**config.mk**
```make
export PLATFORM = sky130hd
export DESIGN_NAME = layered_keypad_encoder_flat
export DESIGN_NICKNAME = d
export VERILOG_FILES = /design/src/rtl/lke_pkg.sv /design/src/rtl/lke_if.sv /design/src/rtl/lke_decode.sv /design/src/rtl/layered_keypad_encoder.sv /design/src/flat_wrapper.sv
export SDC_FILE = /design/constraint.sdc
export NUM_CORES = 1
export LEC_CHECK = 0
export BUFFER_PORTS_ARGS = -buffer_cell sky130_fd_sc_hd__buf_2
export CORE_ASPECT_RATIO = 0.5
export CORE_MARGIN = 2
export CORE_UTILIZATION = 54
export CTS_CLUSTER_DIAMETER = 50
export CTS_CLUSTER_SIZE = 8
export DETAILED_ROUTE_END_ITERATION = 6
export PLACE_DENSITY = 0.74
export SLEW_MARGIN = 30
export SYNTH_ARGS = -nofsm -noshare
export SYNTH_HDL_FRONTEND = slang
export SYNTH_SLANG_ARGS = --single-unit
```
**constraint.sdc**
```tcl
create_clock -name i_clk -period 4.08 [get_ports i_clk]
set_input_delay 0.204 -clock i_clk [delete_from_list [all_inputs] [get_ports i_clk]]
set_output_delay 0.204 -clock i_clk [all_outputs]
set_load 0.03 [all_outputs]
```
**src/rtl/lke_pkg.sv**
```systemverilog
// shared types, constants and key tables of the layered keypad encoder
`default_nettype none

package lke_pkg;

    // field widths
    localparam int COL_W  = 3;
    localparam int ROW_W  = 3;
    localparam int BYTE_W = 8;
    localparam int CNT_W  = 3;
    localparam int CC_W   = 4;
    localparam int POS_W  = 5;

    // grid size
    localparam int GRID_COLS = 5;
    localparam int GRID_ROWS = 6;

    // highlight color classes
    localparam logic [CC_W-1:0] CC_PRIMARY = 4'd0;
    localparam logic [CC_W-1:0] CC_SHIFT   = 4'd1;
    localparam logic [CC_W-1:0] CC_META    = 4'd2;
    localparam logic [CC_W-1:0] CC_NUM     = 4'd3;
    localparam logic [CC_W-1:0] CC_SNUM    = 4'd4;
    localparam logic [CC_W-1:0] CC_GER     = 4'd5;
    localparam logic [CC_W-1:0] CC_FK      = 4'd6;
    localparam logic [CC_W-1:0] CC_HOLD    = 4'd7;
    localparam logic [CC_W-1:0] CC_TOGGLE  = 4'd8;

    // special key positions, row * 5 + column
    localparam logic [POS_W-1:0] KEY_R4C0 = 5'd20;
    localparam logic [POS_W-1:0] KEY_R4C1 = 5'd21;
    localparam logic [POS_W-1:0] KEY_R4C2 = 5'd22;
    localparam logic [POS_W-1:0] KEY_R5C0 = 5'd25;
    localparam logic [POS_W-1:0] KEY_R5C1 = 5'd26;
    localparam logic [POS_W-1:0] KEY_R5C2 = 5'd27;

    // ctrl offsets for the primary and shift layers
    localparam logic [BYTE_W-1:0] CTRL_PLAIN_OFS = 8'd96;
    localparam logic [BYTE_W-1:0] CTRL_UPPER_OFS = 8'd64;

    typedef struct packed {
        logic [COL_W-1:0] column;
        logic [ROW_W-1:0] row;
        logic             commit;
    } t_touch;

    typedef struct packed {
        logic [BYTE_W-1:0] byte0;
        logic [BYTE_W-1:0] byte1;
        logic [BYTE_W-1:0] byte2;
        logic [BYTE_W-1:0] byte3;
        logic [CNT_W-1:0]  byte_count;
        logic [CC_W-1:0]   color_class;
    } t_code;

    typedef struct packed {
        logic shift_on;
        logic number_layer;
        logic meta_layer;
        logic hold_lock;
        logic german_layer;
        logic function_layer;
        logic ctrl_mod;
        logic alt_mod;
        logic super_mod;
    } t_modes;

    // primary layer, lower case letters
    function automatic logic [7:0] f_plain(input logic [POS_W-1:0] pos);
        logic [7:0] b;
        case (pos)
            5'd0:  b = 8'h08;
            5'd1:  b = 8'h6D;
            5'd2:  b = 8'h6B;
            5'd3:  b = 8'h6C;
            5'd4:  b = 8'h70;
            5'd5:  b = 8'h76;
            5'd6:  b = 8'h6E;
            5'd7:  b = 8'h6A;
            5'd8:  b = 8'h69;
            5'd9:  b = 8'h6F;
            5'd10: b = 8'h63;
            5'd11: b = 8'h62;
            5'd12: b = 8'h68;
            5'd13: b = 8'h75;
            5'd14: b = 8'h7A;
            5'd15: b = 8'h78;
            5'd16: b = 8'h73;
            5'd17: b = 8'h67;
            5'd18: b = 8'h72;
            5'd19: b = 8'h74;
            5'd21: b = 8'h79;
            5'd22: b = 8'h66;
            5'd23: b = 8'h65;
            5'd24: b = 8'h77;
            5'd27: b = 8'h64;
            5'd28: b = 8'h61;
            5'd29: b = 8'h71;
            default: b = 8'h00;
        endcase
        return b;
    endfunction

    // shift layer: upper case of the primary letters, no backspace
    function automatic logic [7:0] f_upper(input logic [POS_W-1:0] pos);
        logic [7:0] b;
        b = (pos == 5'd0) ? 8'h00 : (f_plain(pos) & 8'hDF);
        return b;
    endfunction

    // number layer
    function automatic logic [7:0] f_digits(input logic [POS_W-1:0] pos);
        logic [7:0] b;
        case (pos)
            5'd0:  b = 8'h5F;
            5'd1:  b = 8'h2D;
            5'd2:  b = 8'h2B;
            5'd3:  b = 8'h2F;
            5'd4:  b = 8'h2A;
            5'd5:  b = 8'h2E;
            5'd6:  b = 8'h3A;
            5'd7:  b = 8'h5C;
            5'd8:  b = 8'h30;
            5'd9:  b = 8'h35;
            5'd10: b = 8'h2C;
            5'd11: b = 8'h3B;
            5'd12: b = 8'h3F;
            5'd13: b = 8'h39;
            5'd14: b = 8'h34;
            5'd15: b = 8'h3C;
            5'd16: b = 8'h3E;
            5'd17: b = 8'h7C;
            5'd18: b = 8'h38;
            5'd19: b = 8'h33;
            5'd21: b = 8'h23;
            5'd22: b = 8'h27;
            5'd23: b = 8'h37;
            5'd24: b = 8'h32;
            5'd25: b = 8'h7E;
            5'd27: b = 8'h40;
            5'd28: b = 8'h36;
            5'd29: b = 8'h31;
            default: b = 8'h00;
        endcase
        return b;
    endfunction

    // shifted number layer, first byte in the upper half
    function automatic logic [15:0] f_symbols(input logic [POS_W-1:0] pos);
        logic [15:0] b;
        case (pos)
            5'd8:  b = 16'h3D00;
            5'd9:  b = 16'h2500;
            5'd13: b = 16'h2900;
            5'd14: b = 16'h2400;
            5'd18: b = 16'h2800;
            5'd19: b = 16'hC2A7;
            5'd23: b = 16'h2F00;
            5'd24: b = 16'h2200;
            5'd28: b = 16'h2600;
            5'd29: b = 16'h2100;
            default: b = 16'h0000;
        endcase
        return b;
    endfunction

    // meta layer: control characters and escape sequences
    function automatic logic [31:0] f_control(input logic [POS_W-1:0] pos);
        logic [31:0] b;
        case (pos)
            5'd0:  b = 32'h0A000000;
            5'd1:  b = 32'h1B5B347E;
            5'd2:  b = 32'h1B5B4300;
            5'd3:  b = 32'h1B5B357E;
            5'd4:  b = 32'h1B5B367E;
            5'd5:  b = 32'h1B5B337E;
            5'd6:  b = 32'h1B5B327E;
            5'd7:  b = 32'h1B5B4200;
            5'd8:  b = 32'h1B5B4100;
            5'd10: b = 32'h20000000;
            5'd11: b = 32'h1B5B317E;
            5'd12: b = 32'h1B5B4400;
            5'd15: b = 32'h20000000;
            5'd28: b = 32'h09000000;
            5'd29: b = 32'h1B000000;
            default: b = 32'h00000000;
        endcase
        return b;
    endfunction

    // german layer, utf-8 sequences
    function automatic logic [23:0] f_german(input logic [POS_W-1:0] pos);
        logic [23:0] b;
        case (pos)
            5'd2:  b = 24'h600000;
            5'd7:  b = 24'hC2B400;
            5'd12: b = 24'hC2B000;
            5'd14: b = 24'hC39F00;
            5'd17: b = 24'h5E0000;
            5'd18: b = 24'hC39C00;
            5'd19: b = 24'hC3BC00;
            5'd22: b = 24'hC2B500;
            5'd23: b = 24'hC39600;
            5'd24: b = 24'hC3B600;
            5'd27: b = 24'hE282AC;
            5'd28: b = 24'hC38400;
            5'd29: b = 24'hC3A400;
            default: b = 24'h000000;
        endcase
        return b;
    endfunction

endpackage

`default_nettype wire

```
**src/rtl/lke_if.sv**
```systemverilog
// request channel interfaces of the layered keypad encoder
`default_nettype none

interface lke_touch_if;
    import lke_pkg::*;

    logic             valid;
    logic             ready;
    logic [COL_W-1:0] column;
    logic [ROW_W-1:0] row;
    logic             commit;

    modport source (output valid, output column, output row, output commit, input ready);
    modport sink   (input valid, input column, input row, input commit, output ready);
endinterface

interface lke_code_if;
    import lke_pkg::*;

    logic              valid;
    logic              ready;
    logic [BYTE_W-1:0] byte0;
    logic [BYTE_W-1:0] byte1;
    logic [BYTE_W-1:0] byte2;
    logic [BYTE_W-1:0] byte3;
    logic [CNT_W-1:0]  byte_count;
    logic [CC_W-1:0]   color_class;

    modport source (output valid, output byte0, output byte1, output byte2, output byte3,
                    output byte_count, output color_class, input ready);
    modport sink   (input valid, input byte0, input byte1, input byte2, input byte3,
                    input byte_count, input color_class, output ready);
endinterface

`default_nettype wire

```
**src/rtl/lke_decode.sv**
```systemverilog
// combinational key decode: layer lookup, ctrl arithmetic and mode flag update
`default_nettype none

module lke_decode (
    input  lke_pkg::t_touch i_touch,
    input  lke_pkg::t_modes i_modes,
    output lke_pkg::t_code  o_code,
    output lke_pkg::t_modes o_modes
);
    import lke_pkg::*;

    logic              w_on_grid;
    logic              w_act;
    logic [POS_W-1:0]  w_pos;
    logic [31:0]       w_bytes;
    logic [CC_W-1:0]   w_cc;
    logic              w_clr_layers;
    logic              w_clr_mods;
    logic [BYTE_W-1:0] w_b0;
    t_modes            n_modes;

    // grid position, row * 5 + column
    assign w_on_grid = (i_touch.column < COL_W'(GRID_COLS)) && (i_touch.row < ROW_W'(GRID_ROWS));
    assign w_act     = i_touch.commit;
    assign w_pos     = {i_touch.row, 2'b00} + POS_W'(i_touch.row) + POS_W'(i_touch.column);

    // layer selection and flag toggles
    always_comb begin
        w_bytes      = 32'h0;
        w_cc         = CC_PRIMARY;
        w_clr_layers = 1'b1;
        w_clr_mods   = 1'b1;
        w_b0         = 8'h00;
        n_modes      = i_modes;
        if (w_on_grid) begin
            if (i_modes.meta_layer) begin
                if (i_modes.german_layer) begin
                    if (w_pos == KEY_R4C1) begin
                        w_cc = CC_HOLD;
                        if (w_act) n_modes.hold_lock = !i_modes.hold_lock;
                    end else begin
                        w_cc = CC_GER;
                        if (w_act) w_bytes = {f_german(w_pos), 8'h00};
                    end
                end else if (i_modes.function_layer) begin
                    w_cc = CC_FK;
                end else begin
                    case (w_pos)
                        KEY_R4C0: begin
                            w_cc = CC_TOGGLE;
                            if (w_act) begin
                                n_modes.alt_mod = !i_modes.alt_mod;
                                w_clr_mods      = 1'b0;
                            end
                        end
                        KEY_R4C1: begin
                            w_cc = CC_GER;
                            if (w_act) begin
                                n_modes.german_layer = 1'b1;
                                n_modes.hold_lock    = 1'b0;
                                w_clr_layers         = 1'b0;
                            end
                        end
                        KEY_R4C2: begin
                            w_cc = CC_FK;
                            if (w_act) begin
                                n_modes.function_layer = 1'b1;
                                n_modes.hold_lock      = 1'b0;
                                w_clr_layers           = 1'b0;
                            end
                        end
                        KEY_R5C0: begin
                            w_cc = CC_HOLD;
                            if (w_act) n_modes.hold_lock = !i_modes.hold_lock;
                        end
                        KEY_R5C1: begin
                            w_cc = CC_TOGGLE;
                            if (w_act) begin
                                n_modes.ctrl_mod = !i_modes.ctrl_mod;
                                w_clr_mods       = 1'b0;
                            end
                        end
                        KEY_R5C2: begin
                            w_cc = CC_TOGGLE;
                            if (w_act) begin
                                n_modes.super_mod = !i_modes.super_mod;
                                w_clr_mods        = 1'b0;
                            end
                        end
                        default: begin
                            w_cc = CC_META;
                            if (w_act) w_bytes = f_control(w_pos);
                        end
                    endcase
                end
            end else if (i_modes.number_layer) begin
                if (i_modes.shift_on) begin
                    if (w_pos == KEY_R5C1) begin
                        w_cc = CC_HOLD;
                        if (w_act) n_modes.hold_lock = !i_modes.hold_lock;
                    end else begin
                        w_cc = CC_SNUM;
                        if (w_act) w_bytes = {f_symbols(w_pos), 16'h0000};
                    end
                end else begin
                    if (w_pos == KEY_R4C0) begin
                        w_cc = CC_HOLD;
                        if (w_act) n_modes.hold_lock = !i_modes.hold_lock;
                    end else if (w_pos == KEY_R5C1) begin
                        w_cc = CC_SNUM;
                        if (w_act) begin
                            n_modes.shift_on  = 1'b1;
                            n_modes.hold_lock = 1'b0;
                            w_clr_layers      = 1'b0;
                        end
                    end else begin
                        w_cc = CC_NUM;
                        if (w_act) w_bytes = {f_digits(w_pos), 24'h000000};
                    end
                end
            end else if (i_modes.shift_on) begin
                if (w_pos == KEY_R5C1) begin
                    w_cc = CC_HOLD;
                    if (w_act) n_modes.hold_lock = !i_modes.hold_lock;
                end else begin
                    w_cc = CC_SHIFT;
                    if (w_act) begin
                        w_b0 = f_upper(w_pos);
                        if (i_modes.ctrl_mod) w_b0 = w_b0 - CTRL_UPPER_OFS;
                        w_bytes = {w_b0, 24'h000000};
                    end
                end
            end else begin
                if (w_pos == KEY_R4C0) begin
                    w_cc = CC_NUM;
                    if (w_act) begin
                        n_modes.number_layer = 1'b1;
                        w_clr_layers         = 1'b0;
                    end
                end else if (w_pos == KEY_R5C0) begin
                    w_cc = CC_META;
                    if (w_act) begin
                        n_modes.meta_layer = 1'b1;
                        w_clr_layers       = 1'b0;
                    end
                end else if (w_pos == KEY_R5C1) begin
                    w_cc = CC_SHIFT;
                    if (w_act) begin
                        n_modes.shift_on = 1'b1;
                        w_clr_layers     = 1'b0;
                    end
                end else begin
                    w_cc = CC_PRIMARY;
                    if (w_act) begin
                        w_b0 = f_plain(w_pos);
                        if (i_modes.ctrl_mod) w_b0 = w_b0 - CTRL_PLAIN_OFS;
                        w_bytes = {w_b0, 24'h000000};
                    end
                end
            end

            // layers drop after a committed key unless switched or held; modifiers are one-shot
            if (w_act) begin
                if (w_clr_layers && !n_modes.hold_lock) begin
                    n_modes.meta_layer     = 1'b0;
                    n_modes.number_layer   = 1'b0;
                    n_modes.shift_on       = 1'b0;
                    n_modes.german_layer   = 1'b0;
                    n_modes.function_layer = 1'b0;
                end
                if (w_clr_mods) begin
                    n_modes.ctrl_mod  = 1'b0;
                    n_modes.alt_mod   = 1'b0;
                    n_modes.super_mod = 1'b0;
                end
            end
        end
    end

    // result packing, count up to the first zero byte
    always_comb begin
        o_code.byte0       = w_bytes[31:24];
        o_code.byte1       = w_bytes[23:16];
        o_code.byte2       = w_bytes[15:8];
        o_code.byte3       = w_bytes[7:0];
        o_code.color_class = w_cc;
        if (w_bytes[31:24] == 8'h00)      o_code.byte_count = 3'd0;
        else if (w_bytes[23:16] == 8'h00) o_code.byte_count = 3'd1;
        else if (w_bytes[15:8] == 8'h00)  o_code.byte_count = 3'd2;
        else if (w_bytes[7:0] == 8'h00)   o_code.byte_count = 3'd3;
        else                              o_code.byte_count = 3'd4;
    end

    assign o_modes = n_modes;

endmodule

`default_nettype wire

```
**src/rtl/layered_keypad_encoder.sv**
```systemverilog
// top level of the layered keypad encoder: input register, decode, result register
//
// Usage: i_touch carries one touch per request (column, row, commit); o_code
// returns one result per touch: up to four bytes, their count and a color class.
// A commit of 0 is a press preview: only the color class is reported, bytes are
// zero and the mode flags stay. A commit of 1 emits the bytes and updates flags.
// Touches off the 5 by 6 grid give an all-zero result and change nothing.
// The input register loads at request acceptance; one pass of table lookup and
// flag update then fills the result register once that is free or drained.
// Throughput: one request per cycle while the receiver does not stall, set by
// the single decode pass that also writes the mode flags, so each touch sees
// the flags of the one before it.
// Reset (synchronous, active low) clears all nine mode flags and both valid
// bits. When the receiver stalls, the result register holds and the input
// register still takes one more request; after that i_touch.ready drops until
// the result is taken.
`default_nettype none

module layered_keypad_encoder (
    input wire     i_clk,
    input wire     i_rst_n,
    lke_touch_if.sink  i_touch,
    lke_code_if.source o_code
);
    import lke_pkg::*;

    logic   r_in_v;
    t_touch r_in;
    logic   r_out_v;
    t_code  r_out;
    t_modes r_modes;
    t_code  n_code;
    t_modes n_modes;
    logic   w_adv;
    logic   w_fire;
    logic   w_take;

    // handshake: the pipeline moves when the result register is free or drained
    assign w_adv         = !r_out_v || o_code.ready;
    assign w_fire        = r_in_v && w_adv;
    assign i_touch.ready = !r_in_v || w_adv;
    assign w_take        = i_touch.valid && i_touch.ready;

    lke_decode u_decode (
        .i_touch (r_in),
        .i_modes (r_modes),
        .o_code  (n_code),
        .o_modes (n_modes)
    );

    // control state and mode flags
    always_ff @(posedge i_clk) begin
        if (!i_rst_n) begin
            r_in_v  <= 1'b0;
            r_out_v <= 1'b0;
            r_modes <= '0;
        end else begin
            r_in_v <= w_take || (r_in_v && !w_adv);
            if (w_adv) r_out_v <= r_in_v;
            if (w_fire) r_modes <= n_modes;
        end
    end

    // payload registers
    always_ff @(posedge i_clk) begin
        if (w_take) begin
            r_in.column <= i_touch.column;
            r_in.row    <= i_touch.row;
            r_in.commit <= i_touch.commit;
        end
        if (w_fire) r_out <= n_code;
    end

    // result channel
    assign o_code.valid       = r_out_v;
    assign o_code.byte0       = r_out.byte0;
    assign o_code.byte1       = r_out.byte1;
    assign o_code.byte2       = r_out.byte2;
    assign o_code.byte3       = r_out.byte3;
    assign o_code.byte_count  = r_out.byte_count;
    assign o_code.color_class = r_out.color_class;

`ifndef NO_ASSERTIONS
    // flags change only when a committed touch passes through decode
    a_modes_quiet: assert property (@(posedge i_clk)
        (i_rst_n && !(w_fire && r_in.commit)) |=> $stable(r_modes))
        else $error("mode flags changed without a committed touch");

    // german and function-key layers live only under the meta layer
    a_sub_layer: assert property (@(posedge i_clk) disable iff (!i_rst_n)
        (r_modes.german_layer || r_modes.function_layer) |-> r_modes.meta_layer)
        else $error("sub layer set without meta layer");

    // german and function-key layers never both on
    a_sub_excl: assert property (@(posedge i_clk) disable iff (!i_rst_n)
        !(r_modes.german_layer && r_modes.function_layer))
        else $error("german and function-key layers both set");

    // hold and toggle keys emit no bytes
    a_toggle_silent: assert property (@(posedge i_clk) disable iff (!i_rst_n)
        (o_code.valid && (o_code.color_class == CC_HOLD || o_code.color_class == CC_TOGGLE))
        |-> (o_code.byte_count == 3'd0))
        else $error("hold or toggle key produced bytes");

    // a result is only loaded from a held request
    a_out_source: assert property (@(posedge i_clk) disable iff (!i_rst_n)
        (!r_in_v && w_adv) |=> !r_out_v)
        else $error("result valid without a request");
`endif

endmodule

`default_nettype wire

```
**src/flat_wrapper.sv**
```systemverilog
// flat-port wrapper written by rule: the top's interface ports become plain ports
module layered_keypad_encoder_flat import lke_pkg::*;
  (i_clk, i_rst_n, i_touch_valid, i_touch_column, i_touch_row, i_touch_commit, i_touch_ready, o_code_valid, o_code_byte0, o_code_byte1, o_code_byte2, o_code_byte3, o_code_byte_count, o_code_color_class, o_code_ready);
  lke_touch_if i_touch_i ();
  lke_code_if o_code_i ();
  input wire i_clk;
  input wire i_rst_n;
  input wire logic [$bits(i_touch_i.valid)-1:0] i_touch_valid;
  input wire logic [$bits(i_touch_i.column)-1:0] i_touch_column;
  input wire logic [$bits(i_touch_i.row)-1:0] i_touch_row;
  input wire logic [$bits(i_touch_i.commit)-1:0] i_touch_commit;
  output wire logic [$bits(i_touch_i.ready)-1:0] i_touch_ready;
  output wire logic [$bits(o_code_i.valid)-1:0] o_code_valid;
  output wire logic [$bits(o_code_i.byte0)-1:0] o_code_byte0;
  output wire logic [$bits(o_code_i.byte1)-1:0] o_code_byte1;
  output wire logic [$bits(o_code_i.byte2)-1:0] o_code_byte2;
  output wire logic [$bits(o_code_i.byte3)-1:0] o_code_byte3;
  output wire logic [$bits(o_code_i.byte_count)-1:0] o_code_byte_count;
  output wire logic [$bits(o_code_i.color_class)-1:0] o_code_color_class;
  input wire logic [$bits(o_code_i.ready)-1:0] o_code_ready;
  assign i_touch_i.valid = i_touch_valid;
  assign i_touch_i.column = i_touch_column;
  assign i_touch_i.row = i_touch_row;
  assign i_touch_i.commit = i_touch_commit;
  assign i_touch_ready = i_touch_i.ready;
  assign o_code_valid = o_code_i.valid;
  assign o_code_byte0 = o_code_i.byte0;
  assign o_code_byte1 = o_code_i.byte1;
  assign o_code_byte2 = o_code_i.byte2;
  assign o_code_byte3 = o_code_i.byte3;
  assign o_code_byte_count = o_code_i.byte_count;
  assign o_code_color_class = o_code_i.color_class;
  assign o_code_i.ready = o_code_ready;
  layered_keypad_encoder u_core (.i_clk(i_clk), .i_rst_n(i_rst_n), .i_touch(i_touch_i), .o_code(o_code_i));
endmodule
```
==> results.md <==
* Outcome: finished, violations left
* Violated checks: DRC
* Simple-Gate Fraction of Synth Area at 0.1952
* Largest family of logic cells by synthesized area: compound AO/OA/AOI/OAI gates
* Worst vdd ir at 0.2171 mV
* Routed length per instance at 22.58 um
* Worst path slowest cell: fa_1
* Register area share after synthesis at 0.3020
* Post-Syn Area at 4275 um^2
* Post-Synth XOR/XNOR Area at 0.01785
* Port bufs at 49
* Die area at 8689 um^2
* Commonest cells in the synthesized netlist: nand2_1, nor2_1, edfxtp_1
* Commonest register cell after synthesis: edfxtp_1
* Delay-heaviest family, CP: compound AO/OA/AOI/OAI gates
* Nets at 599
* Vias at 4761
* Hold worst-path end: u_core.r_in[4]
* Max Freq at 0.2479 GHz
* Initial Utilization at 0.5710
* Clock Latency Late Sink at 300 ps
* Slew @ Worst Pin at 871.2 ps
* Clock Skews at 4.631 ps
* Drt first pass iters at 7
* Max-Cap Viols at 0
* Compound-gate portion of the synthesized area at 0.3146
* Flop2flop setup slack at 50 ps
* DRT antenna net count at 0
* Largest stage delay, worst path at 540 ps
* Mean area per synthesized cell at 8.517 um^2
* First-pass GRT wire length at 22.69 mm
* Setup TNS at 0 ps
* Leakage power at 1.898 nW
* Post-synth top area cell: edfxtp_1
* Worst-path fanout max at 4
* Final Max Tran Viols at 0
* Placed cells at 661
* Maximum clock insertion buffer count at 2
* Fillers at 633
* Final cell count without fillers at 675
* Placement Cell Area at 4830 um^2
* Hold path start: i_touch_column[0]
* Hold Fails Final Rpt at 0
* PD cells at 394.6 nW/um^2
* Hold-fix buffers, CTS at 0
* Mux contribution to synthesized area at 0.02458
* Grt total ovfl at 0
* R2r endpoint: u_core.o_code.byte_count[1]
* TritonCTS clock tree: done
* Starting DRC count in detailed routing at 827
* Num rows at 22
* CP arrival at 4170 ps
* Setup-failing EPs final at 0
* Area grow syn2layout at 19.81%
* Hold path cells at 1
* I/O pin count at 52
* Post-Syn Instances at 502
* Most area-consuming cells after synthesis: edfxtp_1, ha_1, dfxtp_1, a21oi_1, nand2_1
* RR Startpoint: u_core.r_in[3]
* Reg area at 1291 um^2
* DRC at 17
* Layout cells sized above 1 at 0.2681
* Adder and majority gate portion of the synthesized area at 0.06790
* Die Width at 129.8 um
* Core area at 7487 um^2
* Yosys top cell area share at 0.2599
* Most common cell in the synthesized netlist: nand2_1
* Hold WC Path Type: in -> reg
* Crit start category: flip-flop
* Slew margin rel. at 0.4184
* CP bufs+invs at 0
* # diodes at 0
* Via/cell ratio at 7.053
* Distinct cell type count of the synthesized netlist at 76
* GRT Util Overall at 0.3496
* Largest net degree at the start of global routing at 42
* DRT Wirelength at 15.24 mm
* Number of global-route vias before repair at 4198
* Chip height at 66.92 um
* Clk root buf: clkbuf_16
* Final Instance Area at 5122 um^2
* Initial antenna violation count at 0
* Ys async rst share at 0
* Total CTS buffers at 5
* Sink Count at 46
* Post-synth EDFFs at 37
* Cells on worst reg2reg path at 15
* Final period util at 0.9888
* Multi-input logic area at 2745 um^2
* Clk slew on worst S/H paths at 70 ps
* Synth warnings at 0
* Crit-path cells: fa_1 > ha_1 > and3_4 > or3_1 > nand2_1 > nand2_1 > o22ai_2 > a22o_1 > ha_1 > o21ai_1 > a31oi_1 > o31a_1 > a311oi_4 > nor3_2 > a211oi_2
* Placer Congestion at 1.092
* Htree depth at 2
* WS Path Type: reg -> reg
* Dpl hpwl at 11.18 mm
* Synthesis-stage register bit count at 46
* Endpoint class of the critical path: flip-flop
* Period minus WS final at 4034 ps
* Critical Path RT at 4220 ps
[cell type report]
class / count / share of cell area
multi-input cells: 391 / 0.5359
flip-flops and latches: 46 / 0.2521
repair buffers: 109 / 0.1466
well taps: 108 / 0.02638
clock buffers: 5 / 0.02443
inverters: 13 / 0.009526
clock inverters: 3 / 0.005129
[routing by layer]
layer	GRT usage	routed length [um]	share of wire
met5	0.04575	45	0.0030
met4	0.1223	624	0.041
met3	0.1558	2658	0.17
met2	0.4634	5676	0.37
met1	0.4896	6236	0.41
[flip-flops by register name (all words and copies together), names as in the netlist, 3 cells and up]
name                       count
u_core.o_code.byte_count       3
u_core.r_modes                 7
u_core.o_code.color_class      4
u_core.o_code.byte2            7
u_core.r_in                    7
u_core.o_code.byte1            8
u_core.o_code.byte0            8
[kinds of logic after synthesis]
| family | Yosys count |
|---|---|
| flops | 46 |
| compound gates | 187 |
| other cells | 1 |
| buf+inv | 66 |
| fa+ha+maj | 22 |
| xor+xnor | 7 |
| mux | 9 |
| simple gates | 164 |
[placed cells by master, fill, tap and decap left out, drive strengths merged, types with 5 or more instances in the layout]
master and count:
dfxtp 9, and2 6, edfxtp 37, inv 14, ha 20, a211oi 16
nand3 15, o211ai 17, nor3 19, o22ai 5, a221oi 5, a311oi 11
nand2b 7, a31oi 16, nor2b 6, nor2 39, nor4 12, o21a 6
xnor2 5, mux2i 6, clkbuf 6, o21ai 32, buf 108, nand2 42
o31a 8, a21oi 32
[metrics by stage]
stage          setup WS, ps    util  hold WS, ps  power, mW
2_1_floorplan         34.62       -        302.9      1.176
3_3_place_gp          10.68  0.6451        380.9      1.505
3_5_place_dp         -48.25  0.6451        382.7      1.497
4_1_cts               1.071  0.6678        82.70      1.921
5_1_grt              -19.68  0.6842        81.11      2.089
6_report              45.85  0.6842        81.32      2.021
[worst max-delay path by stage]
stage	end	slack [ps]	from	cells past startpoint
after floorplan	u_core.o_code.byte_count[1]	30	u_core.r_in[3]	19
after global placement	u_core.o_code.byte_count[1]	10	u_core.r_in[1]	13
after detailed placement	u_core.o_code.byte_count[1]	-50	u_core.r_in[1]	13
after CTS	u_core.o_code.byte_count[1]	1	u_core.r_in[1]	15
after global routing	u_core.o_code.byte_count[1]	-20	u_core.r_in[3]	16
final	u_core.o_code.byte_count[1]	50	u_core.r_in[3]	15
[power breakdown]
group	total, mW	switching [mW]	internal (mW)	leakage (nW)
combinational	1.06	0.666	0.396	1.39
clock	0.422	0.188	0.234	0.0752
sequential	0.538	0.00748	0.530	0.430
total	2.02	0.862	1.16	1.90
[timing repair]
item                       in CTS  in global routing
gates cloned                    0                  1
setup buffers                   1                  4
setup endpoints to repair       2                  2
pin swaps                       1                  6
gates resized for setup         2                 14
Power figures use the tool's default switching activity.
